`config.mk`:
```
export PLATFORM = sky130hd
export DESIGN_NAME = signed_int_to_radix_digits
export DESIGN_NICKNAME = d
export VERILOG_FILES = /design/src/hw/rtl/sirdig_pkg.sv /design/src/hw/rtl/sirdig_ctrl.sv /design/src/hw/rtl/sirdig_dp.sv /design/src/hw/rtl/signed_int_to_radix_digits.sv
export SDC_FILE = /design/constraint.sdc
export NUM_CORES = 1
export LEC_CHECK = 0
export BUFFER_PORTS_ARGS = -buffer_cell sky130_fd_sc_hd__buf_2
export CAP_MARGIN = 10
export CORE_AREA = 10 10 238 240
export CTS_CLUSTER_SIZE = 24
export DETAILED_ROUTE_END_ITERATION = 16
export DIE_AREA = 0 0 248 250
export PLACE_DENSITY_LB_ADDON = 0.25
export SYNTH_ARGS = -nofsm -noshare
export SYNTH_HDL_FRONTEND = slang
export SYNTH_SLANG_ARGS = --single-unit
```
`constraint.sdc`:
```
create_clock -name clock -period 17.07 [get_ports clock]
set_input_delay 1.707 -clock clock [delete_from_list [all_inputs] [get_ports clock]]
set_output_delay 1.707 -clock clock [all_outputs]
set_load 0.1 [all_outputs]
```
`src/hw/rtl/sirdig_pkg.sv`:
```
`timescale 1ns / 1ps
// ----------------------------------------------------------------------------
// sirdig_pkg: shared definitions for the signed integer to radix digits block
// Widths, character codes, register indexes and the command and status
// bundles that pass between the controller and the datapath.
// ----------------------------------------------------------------------------
package sirdig_pkg;

   localparam int MAX_RADIX_DEF = 16;
   localparam int ALPHA_SLOTS   = 16;
   localparam int NUM_W         = 32;
   localparam int CHAR_W        = 8;
   localparam int RADIX_W       = 5;
   localparam int DIGIT_W       = $clog2(ALPHA_SLOTS);
   localparam int SLICE_BITS    = 8;
   localparam int SLICES        = NUM_W / SLICE_BITS;
   localparam int SLICE_CNT_W   = $clog2(SLICES);
   localparam int DIGITS_MAX    = NUM_W;
   localparam int DIGIT_IDX_W   = $clog2(DIGITS_MAX);
   localparam int DIGIT_CNT_W   = $clog2(DIGITS_MAX + 1);
   localparam int CSR_IDX_W     = 2;
   localparam int CSR_DATA_W    = 64;

   localparam logic [CHAR_W-1:0] CHAR_MINUS     = 8'h2D;
   localparam logic [CHAR_W-1:0] CHAR_PLUS      = 8'h2B;
   localparam logic [CHAR_W-1:0] CHAR_PRINT_LO  = 8'd32;
   localparam logic [CHAR_W-1:0] CHAR_PRINT_END = 8'd127;
   localparam logic [CHAR_W-1:0] CHAR_NONE      = 8'd0;

   typedef enum logic [CSR_IDX_W-1:0] {
      CSR_RADIX_LENGTH  = 2'd0,
      CSR_ALPHABET_LOW  = 2'd1,
      CSR_ALPHABET_HIGH = 2'd2,
      CSR_UNUSED        = 2'd3
   } csr_index_type;

   // Commands from the controller to the datapath.
   typedef struct packed {
      logic load;
      logic check;
      logic div;
      logic emit_sign;
      logic emit_digit;
      logic emit_bad;
   } cmd_type;

   // Status from the datapath back to the controller.
   typedef struct packed {
      logic len_bad;
      logic chk_bad;
      logic chk_done;
      logic div_end;
      logic div_stop;
      logic neg;
      logic emit_last;
   } stat_type;

endpackage

```
`src/hw/rtl/sirdig_ctrl.sv`:
```
`timescale 1ns / 1ps
// ----------------------------------------------------------------------------
// sirdig_ctrl: sequencing state machine
// Steps through alphabet checking, digit division and character emission,
// driving the datapath by command bundle.
// ----------------------------------------------------------------------------
module sirdig_ctrl (
   input  logic                 clock,
   input  logic                 reset,
   input  logic                 start,
   output logic                 busy,
   output sirdig_pkg::cmd_type  cmd,
   input  sirdig_pkg::stat_type stat
);
   import sirdig_pkg::*;

   typedef enum logic [5:0] {
      ST_IDLE   = 6'b000001,
      ST_CHECK  = 6'b000010,
      ST_DIVIDE = 6'b000100,
      ST_SIGN   = 6'b001000,
      ST_EMIT   = 6'b010000,
      ST_BAD    = 6'b100000
   } state_type;

   state_type state_ff;
   state_type state_in;

   always_comb begin
      state_in = state_ff;
      cmd      = '0;
      unique case (state_ff)
         ST_IDLE: begin
            if (start) begin
               cmd.load = 1'b1;
               state_in = ST_CHECK;
            end
         end
         ST_CHECK: begin
            // Length is judged before any character, so an index beyond the
            // alphabet never decides the outcome.
            if (stat.len_bad || stat.chk_bad) begin
               state_in = ST_BAD;
            end else if (stat.chk_done) begin
               state_in = ST_DIVIDE;
            end else begin
               cmd.check = 1'b1;
            end
         end
         ST_DIVIDE: begin
            cmd.div = 1'b1;
            if (stat.div_end && stat.div_stop) begin
               state_in = stat.neg ? ST_SIGN : ST_EMIT;
            end
         end
         ST_SIGN: begin
            cmd.emit_sign = 1'b1;
            state_in      = ST_EMIT;
         end
         ST_EMIT: begin
            cmd.emit_digit = 1'b1;
            if (stat.emit_last) begin
               state_in = ST_IDLE;
            end
         end
         ST_BAD: begin
            cmd.emit_bad = 1'b1;
            state_in     = ST_IDLE;
         end
         default: begin
            state_in = ST_IDLE;
         end
      endcase
   end

   always_ff @(posedge clock) begin
      if (reset) begin
         state_ff <= ST_IDLE;
      end else begin
         state_ff <= state_in;
      end
   end

   assign busy = (state_ff != ST_IDLE);

endmodule

```
`src/hw/rtl/sirdig_dp.sv`:
```
`timescale 1ns / 1ps
// ----------------------------------------------------------------------------
// sirdig_dp: configuration registers, checker, divider and output register
// Holds the alphabet, checks one character a cycle, divides by the radix
// eight dividend bits a cycle and keeps the digits for emission.
// ----------------------------------------------------------------------------
module sirdig_dp #(
   parameter int MAX_RADIX = sirdig_pkg::MAX_RADIX_DEF
) (
   input  logic                                   clock,
   input  logic                                   reset,
   input  logic                                   csr_valid,
   input  logic [sirdig_pkg::CSR_IDX_W-1:0]       csr_index,
   input  logic [sirdig_pkg::CSR_DATA_W-1:0]      csr_wdata,
   input  logic signed [sirdig_pkg::NUM_W-1:0]    req_number,
   input  sirdig_pkg::cmd_type                    cmd,
   output sirdig_pkg::stat_type                   stat,
   output logic                                   rsp_valid,
   output logic [sirdig_pkg::CHAR_W-1:0]          rsp_character,
   output logic                                   rsp_last,
   output logic                                   rsp_invalid_base
);
   import sirdig_pkg::*;

   logic [RADIX_W-1:0]                     radix_ff;
   logic [ALPHA_SLOTS-1:0][CHAR_W-1:0]     alpha_ff;

   logic                                   neg_ff;
   logic [NUM_W-1:0]                       mag_ff;
   logic [DIGIT_W-1:0]                     chk_idx_ff;
   logic [SLICE_CNT_W-1:0]                 slice_ff;
   logic [DIGIT_W-1:0]                     rem_ff;
   logic                                   quot_nz_ff;
   logic [DIGIT_CNT_W-1:0]                 nd_ff;
   logic [DIGIT_W-1:0]                     digits_ff [DIGITS_MAX];

   logic                                   rsp_valid_ff;
   logic [CHAR_W-1:0]                      rsp_char_ff;
   logic                                   rsp_last_ff;
   logic                                   rsp_inv_ff;

   logic [CHAR_W-1:0]                      chk_char;
   logic                                   chk_dup;
   logic [SLICE_BITS-1:0]                  qbits;
   logic [DIGIT_W-1:0]                     rem_in;
   logic                                   slice_last;
   logic                                   quot_zero;
   logic [DIGIT_IDX_W-1:0]                 emit_idx;
   logic [NUM_W-1:0]                       num_u;

   // Configuration writes; an index beyond the list is dropped.
   always_ff @(posedge clock) begin
      if (reset) begin
         radix_ff <= '0;
         alpha_ff <= '0;
      end else if (csr_valid) begin
         unique case (csr_index_type'(csr_index))
            CSR_RADIX_LENGTH:  radix_ff <= csr_wdata[RADIX_W-1:0];
            CSR_ALPHABET_LOW:  alpha_ff[ALPHA_SLOTS/2-1:0] <= csr_wdata;
            CSR_ALPHABET_HIGH: alpha_ff[ALPHA_SLOTS-1:ALPHA_SLOTS/2] <= csr_wdata;
            CSR_UNUSED: begin
            end
            default: begin
            end
         endcase
      end
   end

   // Character check: the current character against the printable range and
   // the sign characters, and against every later character in the alphabet.
   always_comb begin
      chk_char = alpha_ff[chk_idx_ff];
      chk_dup  = 1'b0;
      for (int j = 0; j < ALPHA_SLOTS; j++) begin
         if ((DIGIT_W'(j) > chk_idx_ff) && (RADIX_W'(j) < radix_ff) &&
             (alpha_ff[j] == chk_char)) begin
            chk_dup = 1'b1;
         end
      end
   end

   assign stat.len_bad  = (radix_ff < RADIX_W'(2)) || (32'(radix_ff) > MAX_RADIX) ||
                          (32'(radix_ff) > ALPHA_SLOTS);
   assign stat.chk_bad  = (chk_char < CHAR_PRINT_LO) || (chk_char >= CHAR_PRINT_END) ||
                          (chk_char == CHAR_PLUS) || (chk_char == CHAR_MINUS) || chk_dup;
   assign stat.chk_done = ({1'b0, chk_idx_ff} == (radix_ff - RADIX_W'(1)));

   // One division slice: eight restoring steps on a remainder below the radix.
   always_comb begin
      logic [RADIX_W-1:0] r;
      r = (slice_ff == '0) ? '0 : {1'b0, rem_ff};
      qbits = '0;
      for (int k = 0; k < SLICE_BITS; k++) begin
         r = {r[DIGIT_W-1:0], mag_ff[NUM_W-1-k]};
         if (r >= radix_ff) begin
            qbits[SLICE_BITS-1-k] = 1'b1;
            r = r - radix_ff;
         end
      end
      rem_in = r[DIGIT_W-1:0];
   end

   assign slice_last    = (slice_ff == SLICE_CNT_W'(SLICES - 1));
   assign quot_zero     = !(quot_nz_ff || (|qbits));
   assign stat.div_end  = slice_last;
   assign stat.div_stop = quot_zero || (nd_ff == DIGIT_CNT_W'(DIGITS_MAX - 1));
   assign stat.neg      = neg_ff;
   assign stat.emit_last = (nd_ff == DIGIT_CNT_W'(1));

   assign emit_idx = DIGIT_IDX_W'(nd_ff - DIGIT_CNT_W'(1));
   assign num_u    = req_number;

   always_ff @(posedge clock) begin
      if (cmd.load) begin
         neg_ff     <= num_u[NUM_W-1];
         mag_ff     <= num_u[NUM_W-1] ? (NUM_W'(0) - num_u) : num_u;
         chk_idx_ff <= '0;
         slice_ff   <= '0;
         nd_ff      <= '0;
      end else begin
         if (cmd.check) begin
            chk_idx_ff <= chk_idx_ff + DIGIT_W'(1);
         end
         if (cmd.div) begin
            // Quotient bits enter at the bottom; after the last slice the
            // register holds the whole quotient.
            mag_ff     <= {mag_ff[NUM_W-SLICE_BITS-1:0], qbits};
            rem_ff     <= rem_in;
            slice_ff   <= slice_ff + SLICE_CNT_W'(1);
            quot_nz_ff <= (slice_ff == '0) ? (|qbits) : (quot_nz_ff || (|qbits));
            if (slice_last) begin
               digits_ff[nd_ff[DIGIT_IDX_W-1:0]] <= rem_in;
               nd_ff <= nd_ff + DIGIT_CNT_W'(1);
            end
         end
         if (cmd.emit_digit) begin
            nd_ff <= nd_ff - DIGIT_CNT_W'(1);
         end
      end
   end

   // Output register.
   always_ff @(posedge clock) begin
      if (reset) begin
         rsp_valid_ff <= 1'b0;
      end else begin
         rsp_valid_ff <= cmd.emit_sign || cmd.emit_digit || cmd.emit_bad;
      end
   end

   always_ff @(posedge clock) begin
      if (cmd.emit_sign) begin
         rsp_char_ff <= CHAR_MINUS;
         rsp_last_ff <= 1'b0;
         rsp_inv_ff  <= 1'b0;
      end else if (cmd.emit_digit) begin
         rsp_char_ff <= alpha_ff[digits_ff[emit_idx]];
         rsp_last_ff <= stat.emit_last;
         rsp_inv_ff  <= 1'b0;
      end else if (cmd.emit_bad) begin
         rsp_char_ff <= CHAR_NONE;
         rsp_last_ff <= 1'b1;
         rsp_inv_ff  <= 1'b1;
      end
   end

   assign rsp_valid        = rsp_valid_ff;
   assign rsp_character    = rsp_char_ff;
   assign rsp_last         = rsp_last_ff;
   assign rsp_invalid_base = rsp_inv_ff;

endmodule

```
`src/hw/rtl/signed_int_to_radix_digits.sv`:
```
`timescale 1ns / 1ps
// ----------------------------------------------------------------------------
// signed_int_to_radix_digits: signed 32-bit integer to text in a set radix
// Writes a number as characters of a configured alphabet, most significant
// digit first, with a leading minus sign for negative values.
// ----------------------------------------------------------------------------
//
//  Channel   Handshake              Payload
//  --------  ---------------------  -----------------------------------------
//  request   start / busy           req_number (signed, 32 bits)
//  response  rsp_valid (strobe)     rsp_character, rsp_last, rsp_invalid_base
//  control   csr_valid / csr_ready  csr_index, csr_wdata
//
// A request transaction completes on a clock edge with start high and busy
// low. The alphabet is then checked one character per cycle, the magnitude
// is divided by the radix eight bits per cycle, and one character is sent
// per cycle. Reset is synchronous and active high; it returns the controller
// to idle and clears the configuration registers. Responses are strobed for
// one cycle and the receiver cannot stall them. Control writes are always
// taken; the user must make them only while the block is idle, as the block
// itself does not enforce this.
//
module signed_int_to_radix_digits #(
   parameter int MAX_RADIX = sirdig_pkg::MAX_RADIX_DEF
) (
   input  logic                                clock,
   input  logic                                reset,
   input  logic                                start,
   output logic                                busy,
   input  logic signed [sirdig_pkg::NUM_W-1:0] req_number,
   output logic                                rsp_valid,
   output logic [sirdig_pkg::CHAR_W-1:0]       rsp_character,
   output logic                                rsp_last,
   output logic                                rsp_invalid_base,
   input  logic                                csr_valid,
   output logic                                csr_ready,
   input  logic [sirdig_pkg::CSR_IDX_W-1:0]    csr_index,
   input  logic [sirdig_pkg::CSR_DATA_W-1:0]   csr_wdata
);
   import sirdig_pkg::*;

   cmd_type  cmd;
   stat_type stat;

   // Control writes are taken as soon as they are offered, so the port never pushes back.
   assign csr_ready = 1'b1;

   // The controller owns sequencing; it sees only the start strobe and the
   // status bundle, and steers the datapath through the command bundle.
   sirdig_ctrl u_ctrl (
      .clock (clock),
      .reset (reset),
      .start (start),
      .busy  (busy),
      .cmd   (cmd),
      .stat  (stat)
   );

   // The datapath holds the configuration, the checker, the radix divider,
   // the digit store and the response register.
   sirdig_dp #(
      .MAX_RADIX (MAX_RADIX)
   ) u_dp (
      .clock            (clock),
      .reset            (reset),
      .csr_valid        (csr_valid),
      .csr_index        (csr_index),
      .csr_wdata        (csr_wdata),
      .req_number       (req_number),
      .cmd              (cmd),
      .stat             (stat),
      .rsp_valid        (rsp_valid),
      .rsp_character    (rsp_character),
      .rsp_last         (rsp_last),
      .rsp_invalid_base (rsp_invalid_base)
   );

endmodule

```
==> results of run 1 <==
-- per-stage QoR --
stage	hold slack (ns)	utilization [%]
6_report	0.462	41.0
4_1_cts	0.461	41.0
3_5_place_dp	0.453	38.6
5_1_grt	0.503	41.0
2_1_floorplan	0.446	-
3_3_place_gp	0.448	38.6
-- worst register-to-register path, delay by kind of cell, from the launching register on --
family | cells | cell delay, ns
adders and majority gates | 9 | 2.73
muxes | 1 | 0.36
buffers and inverters | 6 | 0.55
AOI/OAI and AO/OA | 30 | 7.54
and+or+nand+nor | 21 | 2.79
DFF | 1 | 0.81
-- cell type report --
cell class	count	area, µm²
antenna	1	2.50
clock buffer	48	1010
clock inverter	18	235
fill	5063	30700
inverter	41	154
multi-input combinational	1413	10000
sequential	328	8230
tap	688	861
timing repair buffer	142	786
-- routing by layer --
| layer | wire length (µm) | share of wire, % | track usage [%] |
|---|---|---|---|
| met1 | 23900 | 43 | 23.0 |
| met2 | 26800 | 48 | 29.0 |
| met3 | 3660 | 6.5 | 3.67 |
| met4 | 1820 | 3.2 | 5.85 |
| met5 | 13 | 0.023 | 0 |
-- registers in the layout (all words and copies together) (netlist names), 2 cells and up --
name                cells
u_ctrl.state_ff         6
u_dp.alpha_ff         128
u_dp.chk_idx_ff         4
u_dp.digits_ff        128
u_dp.mag_ff            32
u_dp.nd_ff              6
u_dp.radix_ff           5
u_dp.rem_ff             4
u_dp.rsp_character      8
u_dp.slice_ff           2
-- worst max path at each step --
stage | to | slack (ns) | cells after the start
finish | u_ctrl.state_ff[3]$_SDFFE_PP0P_ | 2.21 | 67
detailed placement | u_ctrl.state_ff[3]$_SDFFE_PP0P_ | 2.34 | 67
global route | u_ctrl.state_ff[3]$_SDFFE_PP0P_ | 0.62 | 67
global placement | u_ctrl.state_ff[3]$_SDFFE_PP0P_ | 3.05 | 67
CTS | u_ctrl.state_ff[3]$_SDFFE_PP0P_ | 2.25 | 67
floorplan | u_dp.digits_ff[0][0]$_DFFE_PP_ | 3.81 | 66
-- placed cells by master (no fill, tap or decap), types with 8 or more instances in the layout --
cell type and n:
a211oi_1 26, a21o_1 16, a21oi_1 183, a31oi_1 17, buf_2 112, buf_4 30
clkbuf_1 8, clkbuf_16 38, dfxtp_1 160, edfxtp_1 166, ha_1 52, inv_1 41
mux2_2 24, mux2i_1 69, mux4_2 64, nand2_1 350, nand3_1 26, nand3b_1 13
nand4_1 15, nor2_1 92, nor2b_1 47, nor3_1 23, nor4_1 22, o21ai_0 64
o221ai_1 10, o31ai_1 8, xnor2_1 85, xor2_1 97
-- cells by family (layout without fill, tap and decap cells) --
group | Yosys count | after routing | synth area share (%)
AND/OR/NAND/NOR | 635 | 635 | 15.3
AO/OA/AOI/OAI | 375 | 375 | 11.9
flip-flops | 328 | 328 | 43.5
XOR/XNOR | 182 | 182 | 8.43
buffers and inverters | 162 | 249 | 3.69
multiplexers | 160 | 160 | 12.9
adder cells (fa/ha/maj) | 60 | 60 | 4.24
other | 1 | 2 | 0.0198
==> impl_summary.txt, run 1 <==
----------------------------------------------------
[Die]
  Row cnt ... 84
  Floorplan die height ... 250 µm
  Die area ... just over 60000 µm²
  Initial core utilization ... 36.3%
  Standard cell core area ... approximately 52000 µm²
  Die Width ... about 250 µm
  Top-Level Pins ... ~120

[Clock network]
  Clock-pin slew of the registers on the worst-case setup and hold paths ... about 0.06 ns
  Number of buffers inserted for hold repair after clock tree synthesis ... 0
  Num CTS Buffers ... 37
  Clock tree from TritonCTS ... built
  Gates resized, CTS repair ... 0
  Setup fix buffers added after clock tree synthesis ... 0
  H-tree level count ... 2
  Clock tree root driver cell ... clkbuf_16
  Maximum clock path buffer count ... 3
  Clk sink count ... 328
  Source-to-sink clock delay at the later pin of the worst-skew pair ... between 0.5 and 0.6 ns

[Critical path]
  Critical path buffers and inverters ... 6
  Crit path capture type ... register
  Worst path arrival time ... 15.34 ns
  R2R depth ... 67
  Crit path kind ... register to register
  Stage delay of the slowest cell on the critical path ... ~0.81 ns
  Top Family by Delay on Critical Path ... compound AO/OA/AOI/OAI gates
  Cell repeated most along the worst path ... a21o_1
  Reg2reg setup slack ... 2.21 ns
  Data required time at the worst endpoint ... ~18 ns
  Critical-path top delay cell ... dfxtp_1
  Source of the critical timing path ... u_dp.radix_ff[0]$_SDFFE_PP0P_
  Reg-to-reg critical path startpoint ... u_dp.radix_ff[0]$_SDFFE_PP0P_
  CP startpoint kind ... register
  Largest driver fanout on the critical path ... 16
  End of the worst register-to-register path ... u_ctrl.state_ff[3]$_SDFFE_PP0P_

[Finish]
  Layout cell share with drive strength beyond 1 ... between 15 and 20%
  P&R area growth vs syn ... 12.7%
  Final layout net count ... 2124
  Finished Layout Cells ... 2679
  Post-route cell area ... 21300 µm²

[Route]
  Drt first-iter violations ... around 1200
  Post-DR wirelength/cell ... around 21 µm
  Total via count in the routed design ... between 10000 and 15000
  Total wire length after detailed routing ... around 56 mm
  Number of detailed-route iterations in the first pass ... 5
  # DRC ... 0
  DR vias/cell ... around 5.4
  Count of nets left with antenna violations after detail routing ... 0

[Placement]
  Placed cell area ... roughly 20000 µm²
  # port buffers ... ~110
  Pre-CTS setup slack ... between 2 and 2.5 ns
  DP HPWL ... 40.4 mm
  Final RePlAce weighted congestion ... just over 0.9
  DP Cell Count ... 2612

[Global route]
  Global routing usage summed across all routing layers ... between 15 and 20%
  Remaining Overflow, GRT ... 0
  Largest net degree at the start of global routing ... 72
  First-pass GRT wire length ... slightly below 90 mm
  Antenna violations before repair ... 2
  Vias in the first global route ... around 14000

[Synthesis]
  Commonest cells in the netlist ... 351 x nand2_1, 185 x a21oi_1, 166 x edfxtp_1, 162 x dfxtp_1, 97 x xor2_1
  Primary flip-flop cell chosen by synthesis mapping ... edfxtp_1
  Share of the synthesized area in the top cell type ... a little over a quarter
  Most common cell in the synthesized netlist ... nand2_1
  Biggest area consumer among synthesized cells ... edfxtp_1
  Number of synthesized flops with an enable pin ... about 170
  Post-synthesis register bit count ... 328
  Leading cell types by total area after synthesis ... edfxtp_1 26%, dfxtp_1 17%, mux4_2 7.6%, nand2_1 7.0%, a21oi_1 4.9%
  Share of synthesized area occupied by flip-flops and latches ... 43.5%
  Net Count, Synth ... a little over 2000
  Number of cells produced by synthesis ... around 1900
  Synthesis warning total ... 0
  Cell area after synthesis ... roughly 19000 µm²
  Fraction of registers with async set/reset ... 0%
  Unique cell type count in the Yosys netlist ... a little under 70
  Mean area per synthesized cell ... a little under 10 µm²

[Timing]
  Maximum operating frequency ... roughly 0.067 GHz
  Final-report hold violation count ... 0
  Period utilisation layout ... 87.0%
  Final critical delay including setup and external delays ... between 10 and 15 ns
  Clock Skews ... about 0.029 ns
  Setup TNS Final ... 0 ns
  Final setup violation count ... 0
  Final count of pins violating max slew ... 0
  Setup repair after global routing missed its margin ... false
  Least-Margin Pin Slew ... ~0.93 ns
  Worst path setup slack after routing ... ~2.2 ns
  Headroom to the max-slew limit ... between 30 and 40%

[Min path]
  Cell count of the worst hold path ... 2
  Endpoint with the worst hold slack ... u_dp.chk_idx_ff[1]$_SDFFE_PP0P_
  Hold Path Class ... register to register
  Start point of the worst hold path ... u_dp.chk_idx_ff[1]$_SDFFE_PP0P_

[Status]
  Result of the run ... complete, no violations

[Job]
  Count of maximum capacitance violations ... 0

----------------------------------------------------
Power of run 1 is not shown: default switching activity piles up to over one toggle a cycle in this logic, so the estimate is an artifact.
==> inputs of run 2 (changes only) <==
--- a/config.mk
+++ b/config.mk
@@ -5,12 +5,13 @@
 export SDC_FILE = /design/constraint.sdc
 export NUM_CORES = 1
 export LEC_CHECK = 0
+export ABC_AREA = 1
 export BUFFER_PORTS_ARGS = -buffer_cell sky130_fd_sc_hd__buf_2
 export CAP_MARGIN = 10
-export CORE_AREA = 10 10 238 240
+export CORE_AREA = 5 5 237 239
 export CTS_CLUSTER_SIZE = 24
 export DETAILED_ROUTE_END_ITERATION = 16
-export DIE_AREA = 0 0 248 250
+export DIE_AREA = 0 0 242 244
 export PLACE_DENSITY_LB_ADDON = 0.25
 export SYNTH_ARGS = -nofsm -noshare
 export SYNTH_HDL_FRONTEND = slang
==> run 2 against run 1 <==
  * Clock skew down 0.016 ns
  * Core utilization about the same
  * First-iteration DRC count up 51%
  * Clock-buffer cell count up 8
  * Design area up 3.0%
  * Fmax down 2.0%
  * Cell count up 28%
  * Worst setup slack worse by 0.31 ns
  * Critical path depth up 4
  * Global-route usage up 4.7 points
  * Register-to-register slack worse by 0.31 ns
  * Non-clock buffer count down 5
==> impl_summary.txt, run 2 <==
----------------------------------------------------
[Critical path]
  R2R depth ... 71 (+6.0%)
  Cell repeated most along the worst path ... nand2_1
  End of the worst register-to-register path ... u_ctrl.state_ff[4]$_SDFFE_PP0P_
  Endpoint of the worst setup timing path ... u_ctrl.state_ff[4]$_SDFFE_PP0P_
  Stage delay of the slowest cell on the critical path ... 0.75 ns (-0.06 ns)
  Data required time at the worst endpoint ... 17.58 ns (+0.02 ns)
  Reg2reg setup slack ... 1.91 ns (-0.31 ns)
  Worst path arrival time ... 15.67 ns (+0.33 ns)
  Crit path kind ... register to register
  CP startpoint kind ... register
  Reg-to-reg critical path startpoint ... u_dp.radix_ff[1]$_SDFFE_PP0P_
  Source of the critical timing path ... u_dp.radix_ff[1]$_SDFFE_PP0P_
  Critical-path top delay cell ... dfxtp_1
  Largest driver fanout on the critical path ... 16 (unchanged)
  Crit path capture type ... register

[Global route]
  Largest net degree at the start of global routing ... 99 (+38%)
  Remaining Overflow, GRT ... 0 (unchanged)
  Global routing usage summed across all routing layers ... 22.5% (+4.7 points)
  Antenna violations before repair ... 3 (+1)
  Vias in the first global route ... 17900 (+25%)
  First-pass GRT wire length ... 106 mm (+22%)

[Synthesis]
  Cell area after synthesis ... 19600 µm² (+3.8%)
  Synthesis warning total ... 0 (unchanged)
  Primary flip-flop cell chosen by synthesis mapping ... edfxtp_1
  Unique cell type count in the Yosys netlist ... 52 (-25%)
  Share of the synthesized area in the top cell type ... 25.4% (-0.97 points)
  Fraction of registers with async set/reset ... 0% (unchanged)
  Most common cell in the synthesized netlist ... nand2_1
  Biggest area consumer among synthesized cells ... edfxtp_1
  Mean area per synthesized cell ... 7.37 µm² (-26%)
  Leading cell types by total area after synthesis ... edfxtp_1 25%, dfxtp_1 17%, nand2_1 13%, o21ai_0 6.8%, a21oi_1 6.7%
  Share of synthesized area occupied by flip-flops and latches ... 41.9% (-1.6 points)
  Number of cells produced by synthesis ... 2662 (+40%)
  Post-synthesis register bit count ... 328 (unchanged)
  Net Count, Synth ... 2823 (+37%)
  Commonest cells in the netlist ... 680 x nand2_1, 266 x o21ai_0, 262 x a21oi_1, 228 x inv_1, 211 x nand3_1
  Number of synthesized flops with an enable pin ... 166 (unchanged)

[Placement]
  Placed cell area ... 20700 µm² (+2.9%)
  DP HPWL ... 48.1 mm (+19%)
  Final RePlAce weighted congestion ... 0.933 (+2.2%)
  # port buffers ... 113 (unchanged)
  DP Cell Count ... 3357 (+29%)

[Die]
  Floorplan die height ... 244 µm (-2.4%)
  Die area ... 59000 µm² (-4.8%)
  Standard cell core area ... 53600 µm² (+3.0%)
  Top-Level Pins ... 115 (unchanged)
  Die Width ... 242 µm (-2.4%)
  Initial core utilization ... 36.6% (+0.28 points)
  Row cnt ... 85 (+1.2%)

[Min path]
  Hold Path Class ... register to register

[Finish]
  Inserted Diodes ... 0 (-1)
  Commonest non-fill, non-tap cells in the layout ... 679 x nand2_1, 263 x o21ai_0, 260 x a21oi_1, 225 x inv_1, 211 x nand3_1
  Finished Layout Cells ... 3427 (+28%)
  Most frequent standard cell in the layout excluding fill and tap cells ... nand2_1
  Final Core Density ... 40.9% (about the same)
  P&R area growth vs syn ... 11.8%
  Post-route cell area ... 21900 µm² (+3.0%)
  Final layout net count ... 2864 (+35%)
  Layout cell share with drive strength beyond 1 ... 9.59% (-6.4 points)

[Timing]
  Final setup violation count ... 0 (unchanged)
  Setup TNS Final ... 0 ns (unchanged)
  Final count of pins violating max slew ... 0 (unchanged)
  Final-report hold violation count ... 0 (unchanged)
  Maximum operating frequency ... 0.0660 GHz (-2.0%)
  Setup repair after global routing missed its margin ... false
  Clock Skews ... 0.0130 ns (-0.0155 ns)
  Headroom to the max-slew limit ... 20.5% (-17 points)
  Least-Margin Pin Slew ... 1.19 ns (+0.266 ns)
  Final critical delay including setup and external delays ... 15.16 ns (+0.306 ns)
  Period utilisation layout ... 88.8% (+1.8 points)

[Clock network]
  Maximum clock path buffer count ... 3 (unchanged)
  Setup fix buffers added after clock tree synthesis ... 0 (unchanged)
  Source-to-sink clock delay at the later pin of the worst-skew pair ... 0.58 ns (+0.03 ns)
  Clock tree from TritonCTS ... built
  Clk sink count ... 328 (unchanged)
  Clock-pin slew of the registers on the worst-case setup and hold paths ... 0.07 ns (about the same)
  H-tree level count ... 2 (unchanged)
  Clock tree root driver cell ... clkbuf_16
  Num CTS Buffers ... 40 (+8.1%)

[Route]
  Total via count in the routed design ... 18700 (+28%)
  Drt first-iter violations ... 1779 (+51%)
  Post-DR wirelength/cell ... 20.2 µm (-4.0%)
  Count of nets left with antenna violations after detail routing ... 0 (unchanged)
  # DRC ... 0 (unchanged)
  DR vias/cell ... 5.45 (about the same)
  Total wire length after detailed routing ... 69.1 mm (+23%)
  Number of detailed-route iterations in the first pass ... 5 (unchanged)

[Job]
  Count of maximum capacitance violations ... 0 (unchanged)

[Status]
  Result of the run ... complete, no violations

----------------------------------------------------
## run 2: critical path: cells and delay by family (launching register included)
| family | cells | cell delay, ns |
|---|---|---|
| flops | 1 | 0.75 |
| buf+inv | 6 | 0.97 |
| simple gates | 27 | 2.48 |
| compound gates | 31 | 8.37 |
| fa+ha+maj | 7 | 2.45 |
## run 2: cell families (layout without fill, tap and decap cells)
logic type	count (synthesis)	after routing	share of synthesized area, %
xor gates and xnor gates	77	77	3.51
other	1	1	0.0191
adders and majority gates	59	59	4.03
DFF	328	328	41.9
and+or+nand+nor	1169	1169	24.8
AOI/OAI and AO/OA	640	640	17.5
buffers and inverters	388	457	8.16
## run 2: timing repair
item | in CTS | in global routing
resized for setup | 0 | 2
hold buffers | 0 | 0
endpoints found under the setup margin | 0 | 4
## run 2: per-layer routing
layer / GRT usage (%) / wire [µm] / up-vias / share of wire (%)
li1: - / - / 9003 / -
met5: 0 / 27 / - / 0.039
met2: 37.6 / 32200 / 732 / 47
met1: 29.4 / 29100 / 8794 / 42
met4: 8.91 / 2910 / 4 / 4.2
met3: 3.59 / 4850 / 156 / 7.0
## run 2: per-stage QoR
step                      setup WS (ns)  hold WS [ns]
after global placement             2.40         0.460
after CTS                          1.50         0.474
after detailed placement           1.55         0.465
after global routing              0.175         0.488
final                              1.91         0.468
after floorplan                    4.43         0.444
## run 2: worst min-delay path by stage
stage	from	endpoint	slack [ns]	cells after the start
6_report	u_dp.rsp_character[4]$_SDFFE_PP0P_	u_dp.rsp_character[4]$_SDFFE_PP0P_	0.47	2
5_1_grt	u_dp.rsp_character[4]$_SDFFE_PP0P_	u_dp.rsp_character[4]$_SDFFE_PP0P_	0.49	2
4_1_cts	u_dp.rsp_character[4]$_SDFFE_PP0P_	u_dp.rsp_character[4]$_SDFFE_PP0P_	0.47	2
3_5_place_dp	u_dp.rsp_character[3]$_SDFFE_PP1P_	u_dp.rsp_character[3]$_SDFFE_PP1P_	0.46	2
3_3_place_gp	u_dp.rsp_character[4]$_SDFFE_PP0P_	u_dp.rsp_character[4]$_SDFFE_PP0P_	0.46	2
2_1_floorplan	u_dp.alpha_ff[6]$_SDFFE_PP0P_	u_dp.alpha_ff[6]$_SDFFE_PP0P_	0.44	2
## run 2: layout make-up
| cell class | count | area [µm²] |
|---|---|---|
| clock buffers | 56 | 1110 |
| clock inverters | 14 | 173 |
| fillers | 5642 | 31700 |
| inverters | 250 | 945 |
| multi-input cells | 1946 | 9870 |
| flip-flops and latches | 328 | 8230 |
| well taps | 696 | 871 |
| repair buffers | 137 | 746 |
Power of run 2 is left out for the same reason.
==> inputs of run 3 (changes only) <==
--- a/config.mk
+++ b/config.mk
@@ -12,7 +12,7 @@
 export CTS_CLUSTER_SIZE = 24
 export DETAILED_ROUTE_END_ITERATION = 16
 export DIE_AREA = 0 0 242 244
-export PLACE_DENSITY_LB_ADDON = 0.25
+export PLACE_DENSITY = 0.6
 export SYNTH_ARGS = -nofsm -noshare
 export SYNTH_HDL_FRONTEND = slang
 export SYNTH_SLANG_ARGS = --single-unit
==> run 3 against run 2 <==
  * Design area increased by 0.36%
  * Via count rose by 0.47%
  * Largest cell class unchanged
  * Clock-buffer cell count is 6 lower
  * Core utilization is 0.15 points higher
  * Cell count about the same
  * Clock skew up 0.033 ns
  * Sequential share of layout area decreased by 0.13 points
==> impl_summary.txt, run 3 (synthesized netlist as in run 2, its figures left out) <==
----------------------------------------------------
[Status]
  Result of the run ... complete, no violations

[Min path]
  Hold Path Class ... register to register

[Global route]
  Global routing usage summed across all routing layers ... 22.1% (-0.38 points)
  Vias in the first global route ... 17700 (-1.2%)
  Antenna violations before repair ... 1 (-2)
  Largest net degree at the start of global routing ... 98 (-1.0%)
  First-pass GRT wire length ... 104 mm (-1.5%)
  Remaining Overflow, GRT ... 0 (unchanged)

[Timing]
  Final setup violation count ... 0 (unchanged)
  Final-report hold violation count ... 0 (unchanged)
  Clock Skews ... 0.0459 ns (+0.0329 ns)
  Period utilisation layout ... 88.3% (-0.49 points)
  Maximum operating frequency ... 0.0663 GHz (+0.56%)
  Setup repair after global routing missed its margin ... false
  Setup TNS Final ... 0 ns (unchanged)
  Final count of pins violating max slew ... 0 (unchanged)
  Final critical delay including setup and external delays ... 15.08 ns (-0.0839 ns)
  Headroom to the max-slew limit ... 15.5% (-5.0 points)
  Least-Margin Pin Slew ... 1.25 ns (+0.0597 ns)

[Critical path]
  Worst path arrival time ... 15.61 ns (-0.06 ns)
  CP startpoint kind ... register
  Crit path capture type ... register
  Stage delay of the slowest cell on the critical path ... 0.72 ns (-0.03 ns)
  Crit path kind ... register to register
  Data required time at the worst endpoint ... 17.60 ns (+0.02 ns)
  Largest driver fanout on the critical path ... 16 (unchanged)
  Cell repeated most along the worst path ... nand2_1
  Critical-path top delay cell ... a21oi_1
  Reg2reg setup slack ... 1.99 ns (+0.08 ns)

[Clock network]
  Maximum clock path buffer count ... 3 (unchanged)
  Clock tree root driver cell ... clkbuf_16
  Number of buffers inserted for hold repair after clock tree synthesis ... 0 (unchanged)
  H-tree level count ... 2 (unchanged)
  Source-to-sink clock delay at the later pin of the worst-skew pair ... 0.59 ns (about the same)
  Clock-pin slew of the registers on the worst-case setup and hold paths ... 0.06 ns (about the same)
  Num CTS Buffers ... 40 (unchanged)
  Gates resized, CTS repair ... 0 (unchanged)
  Clock tree from TritonCTS ... built
  Clk sink count ... 328 (unchanged)
  Setup fix buffers added after clock tree synthesis ... 0 (unchanged)

[Route]
  Total via count in the routed design ... 18800 (+0.47%)
  DR vias/cell ... 5.47 (+0.38%)
  Number of detailed-route iterations in the first pass ... 8 (+3)
  Post-DR wirelength/cell ... 20.0 µm (-1.0%)
  # DRC ... 0 (unchanged)
  Drt first-iter violations ... 1866 (+4.9%)
  Total wire length after detailed routing ... 68.4 mm (-0.93%)
  Count of nets left with antenna violations after detail routing ... 0 (unchanged)

[Die]
  Initial core utilization ... 36.6% (unchanged)
  Standard cell core area ... 53600 µm² (unchanged)
  Die area ... 59000 µm² (unchanged)
  Row cnt ... 85 (unchanged)
  Floorplan die height ... 244 µm (unchanged)
  Top-Level Pins ... 115 (unchanged)
  Die Width ... 242 µm (unchanged)

[Finish]
  Post-route cell area ... 22000 µm² (+0.36%)
  Inserted Diodes ... 0 (unchanged)
  P&R area growth vs syn ... 12.2%
  Fillers ... 5560 (-1.5%)
  Final layout net count ... 2865 (+0.035%)
  Commonest non-fill, non-tap cells in the layout ... 679 x nand2_1, 263 x o21ai_0, 262 x a21oi_1, 225 x inv_1, 211 x nand3_1
  Most frequent standard cell in the layout excluding fill and tap cells ... nand2_1
  Layout cell share with drive strength beyond 1 ... 9.80% (+0.21 points)

[Placement]
  # port buffers ... 113 (unchanged)
  DP HPWL ... 47.5 mm (-1.1%)
  Final RePlAce weighted congestion ... 0.950 (+1.8%)
  Placed cell area ... 20700 µm² (unchanged)

[Job]
  Count of maximum capacitance violations ... 0 (unchanged)

----------------------------------------------------
==> run 3: cell count changes in the layout (fill, tap and decap cells not counted), sizes merged <==
cell	delta
clkbuf	-6
clkinvlp	+2
clkinv	+3
inv	+1
buf	+1
bufinv	+2
==> run 3: stage by stage <==
stage / std cells / utilization [%] / hold WS, ns / worst slack, ns
6_report: 3430 / 41.1 / 0.470 / 1.99
5_1_grt: 3430 / 41.1 / 0.497 / 0.135
4_1_cts: 3430 / 41.1 / 0.469 / 2.08
3_5_place_dp: 3358 / 38.5 / 0.459 / 2.15
3_3_place_gp: 3358 / 38.5 / 0.459 / 2.95
2_1_floorplan: 2662 / - / 0.444 / 4.43
==> run 3: cell type report <==
type	instances	area (µm²)	area share [%]
clock buffer	50	1090	4.94
clock inverter	22	282	1.28
inverter	250	945	4.29
multi-input combinational	1946	9860	44.8
sequential	328	8230	37.4
tap	696	871	3.95
timing repair buffer	138	753	3.42
==> run 3: critical path, delay by kind of cell, from the launching register on <==
kind	cells	cell delay (ns)
adder cells (fa/ha/maj)	7	2.52
AND/OR/NAND/NOR	26	2.50
buffers and inverters	6	0.91
AO/OA/AOI/OAI	32	8.82
flip-flops	1	0.31
==> run 3: path summary, 6_finish.rpt <==
path / cells after the start / start / to
worst max register to register: 71 / u_dp.radix_ff[1]$_SDFFE_PP0P_ / u_ctrl.state_ff[4]$_SDFFE_PP0P_
worst max-delay path: 71 / u_dp.radix_ff[1]$_SDFFE_PP0P_ / u_ctrl.state_ff[4]$_SDFFE_PP0P_
worst min-delay path: 2 / u_dp.rsp_character[7]$_SDFFE_PP0P_ / u_dp.rsp_character[7]$_SDFFE_PP0P_
worst min register to register: 2 / u_dp.rsp_character[7]$_SDFFE_PP0P_ / u_dp.rsp_character[7]$_SDFFE_PP0P_
==> run 3: metal layers <==
layer	up-vias	track usage [%]	routed length, µm
met4	2	8.91	3070
met3	138	3.77	4920
met2	754	36.1	31400
met1	8884	29.4	29000
li1	8998	-	-
met5	-	0	7
Power of run 3 is left out for the same reason.
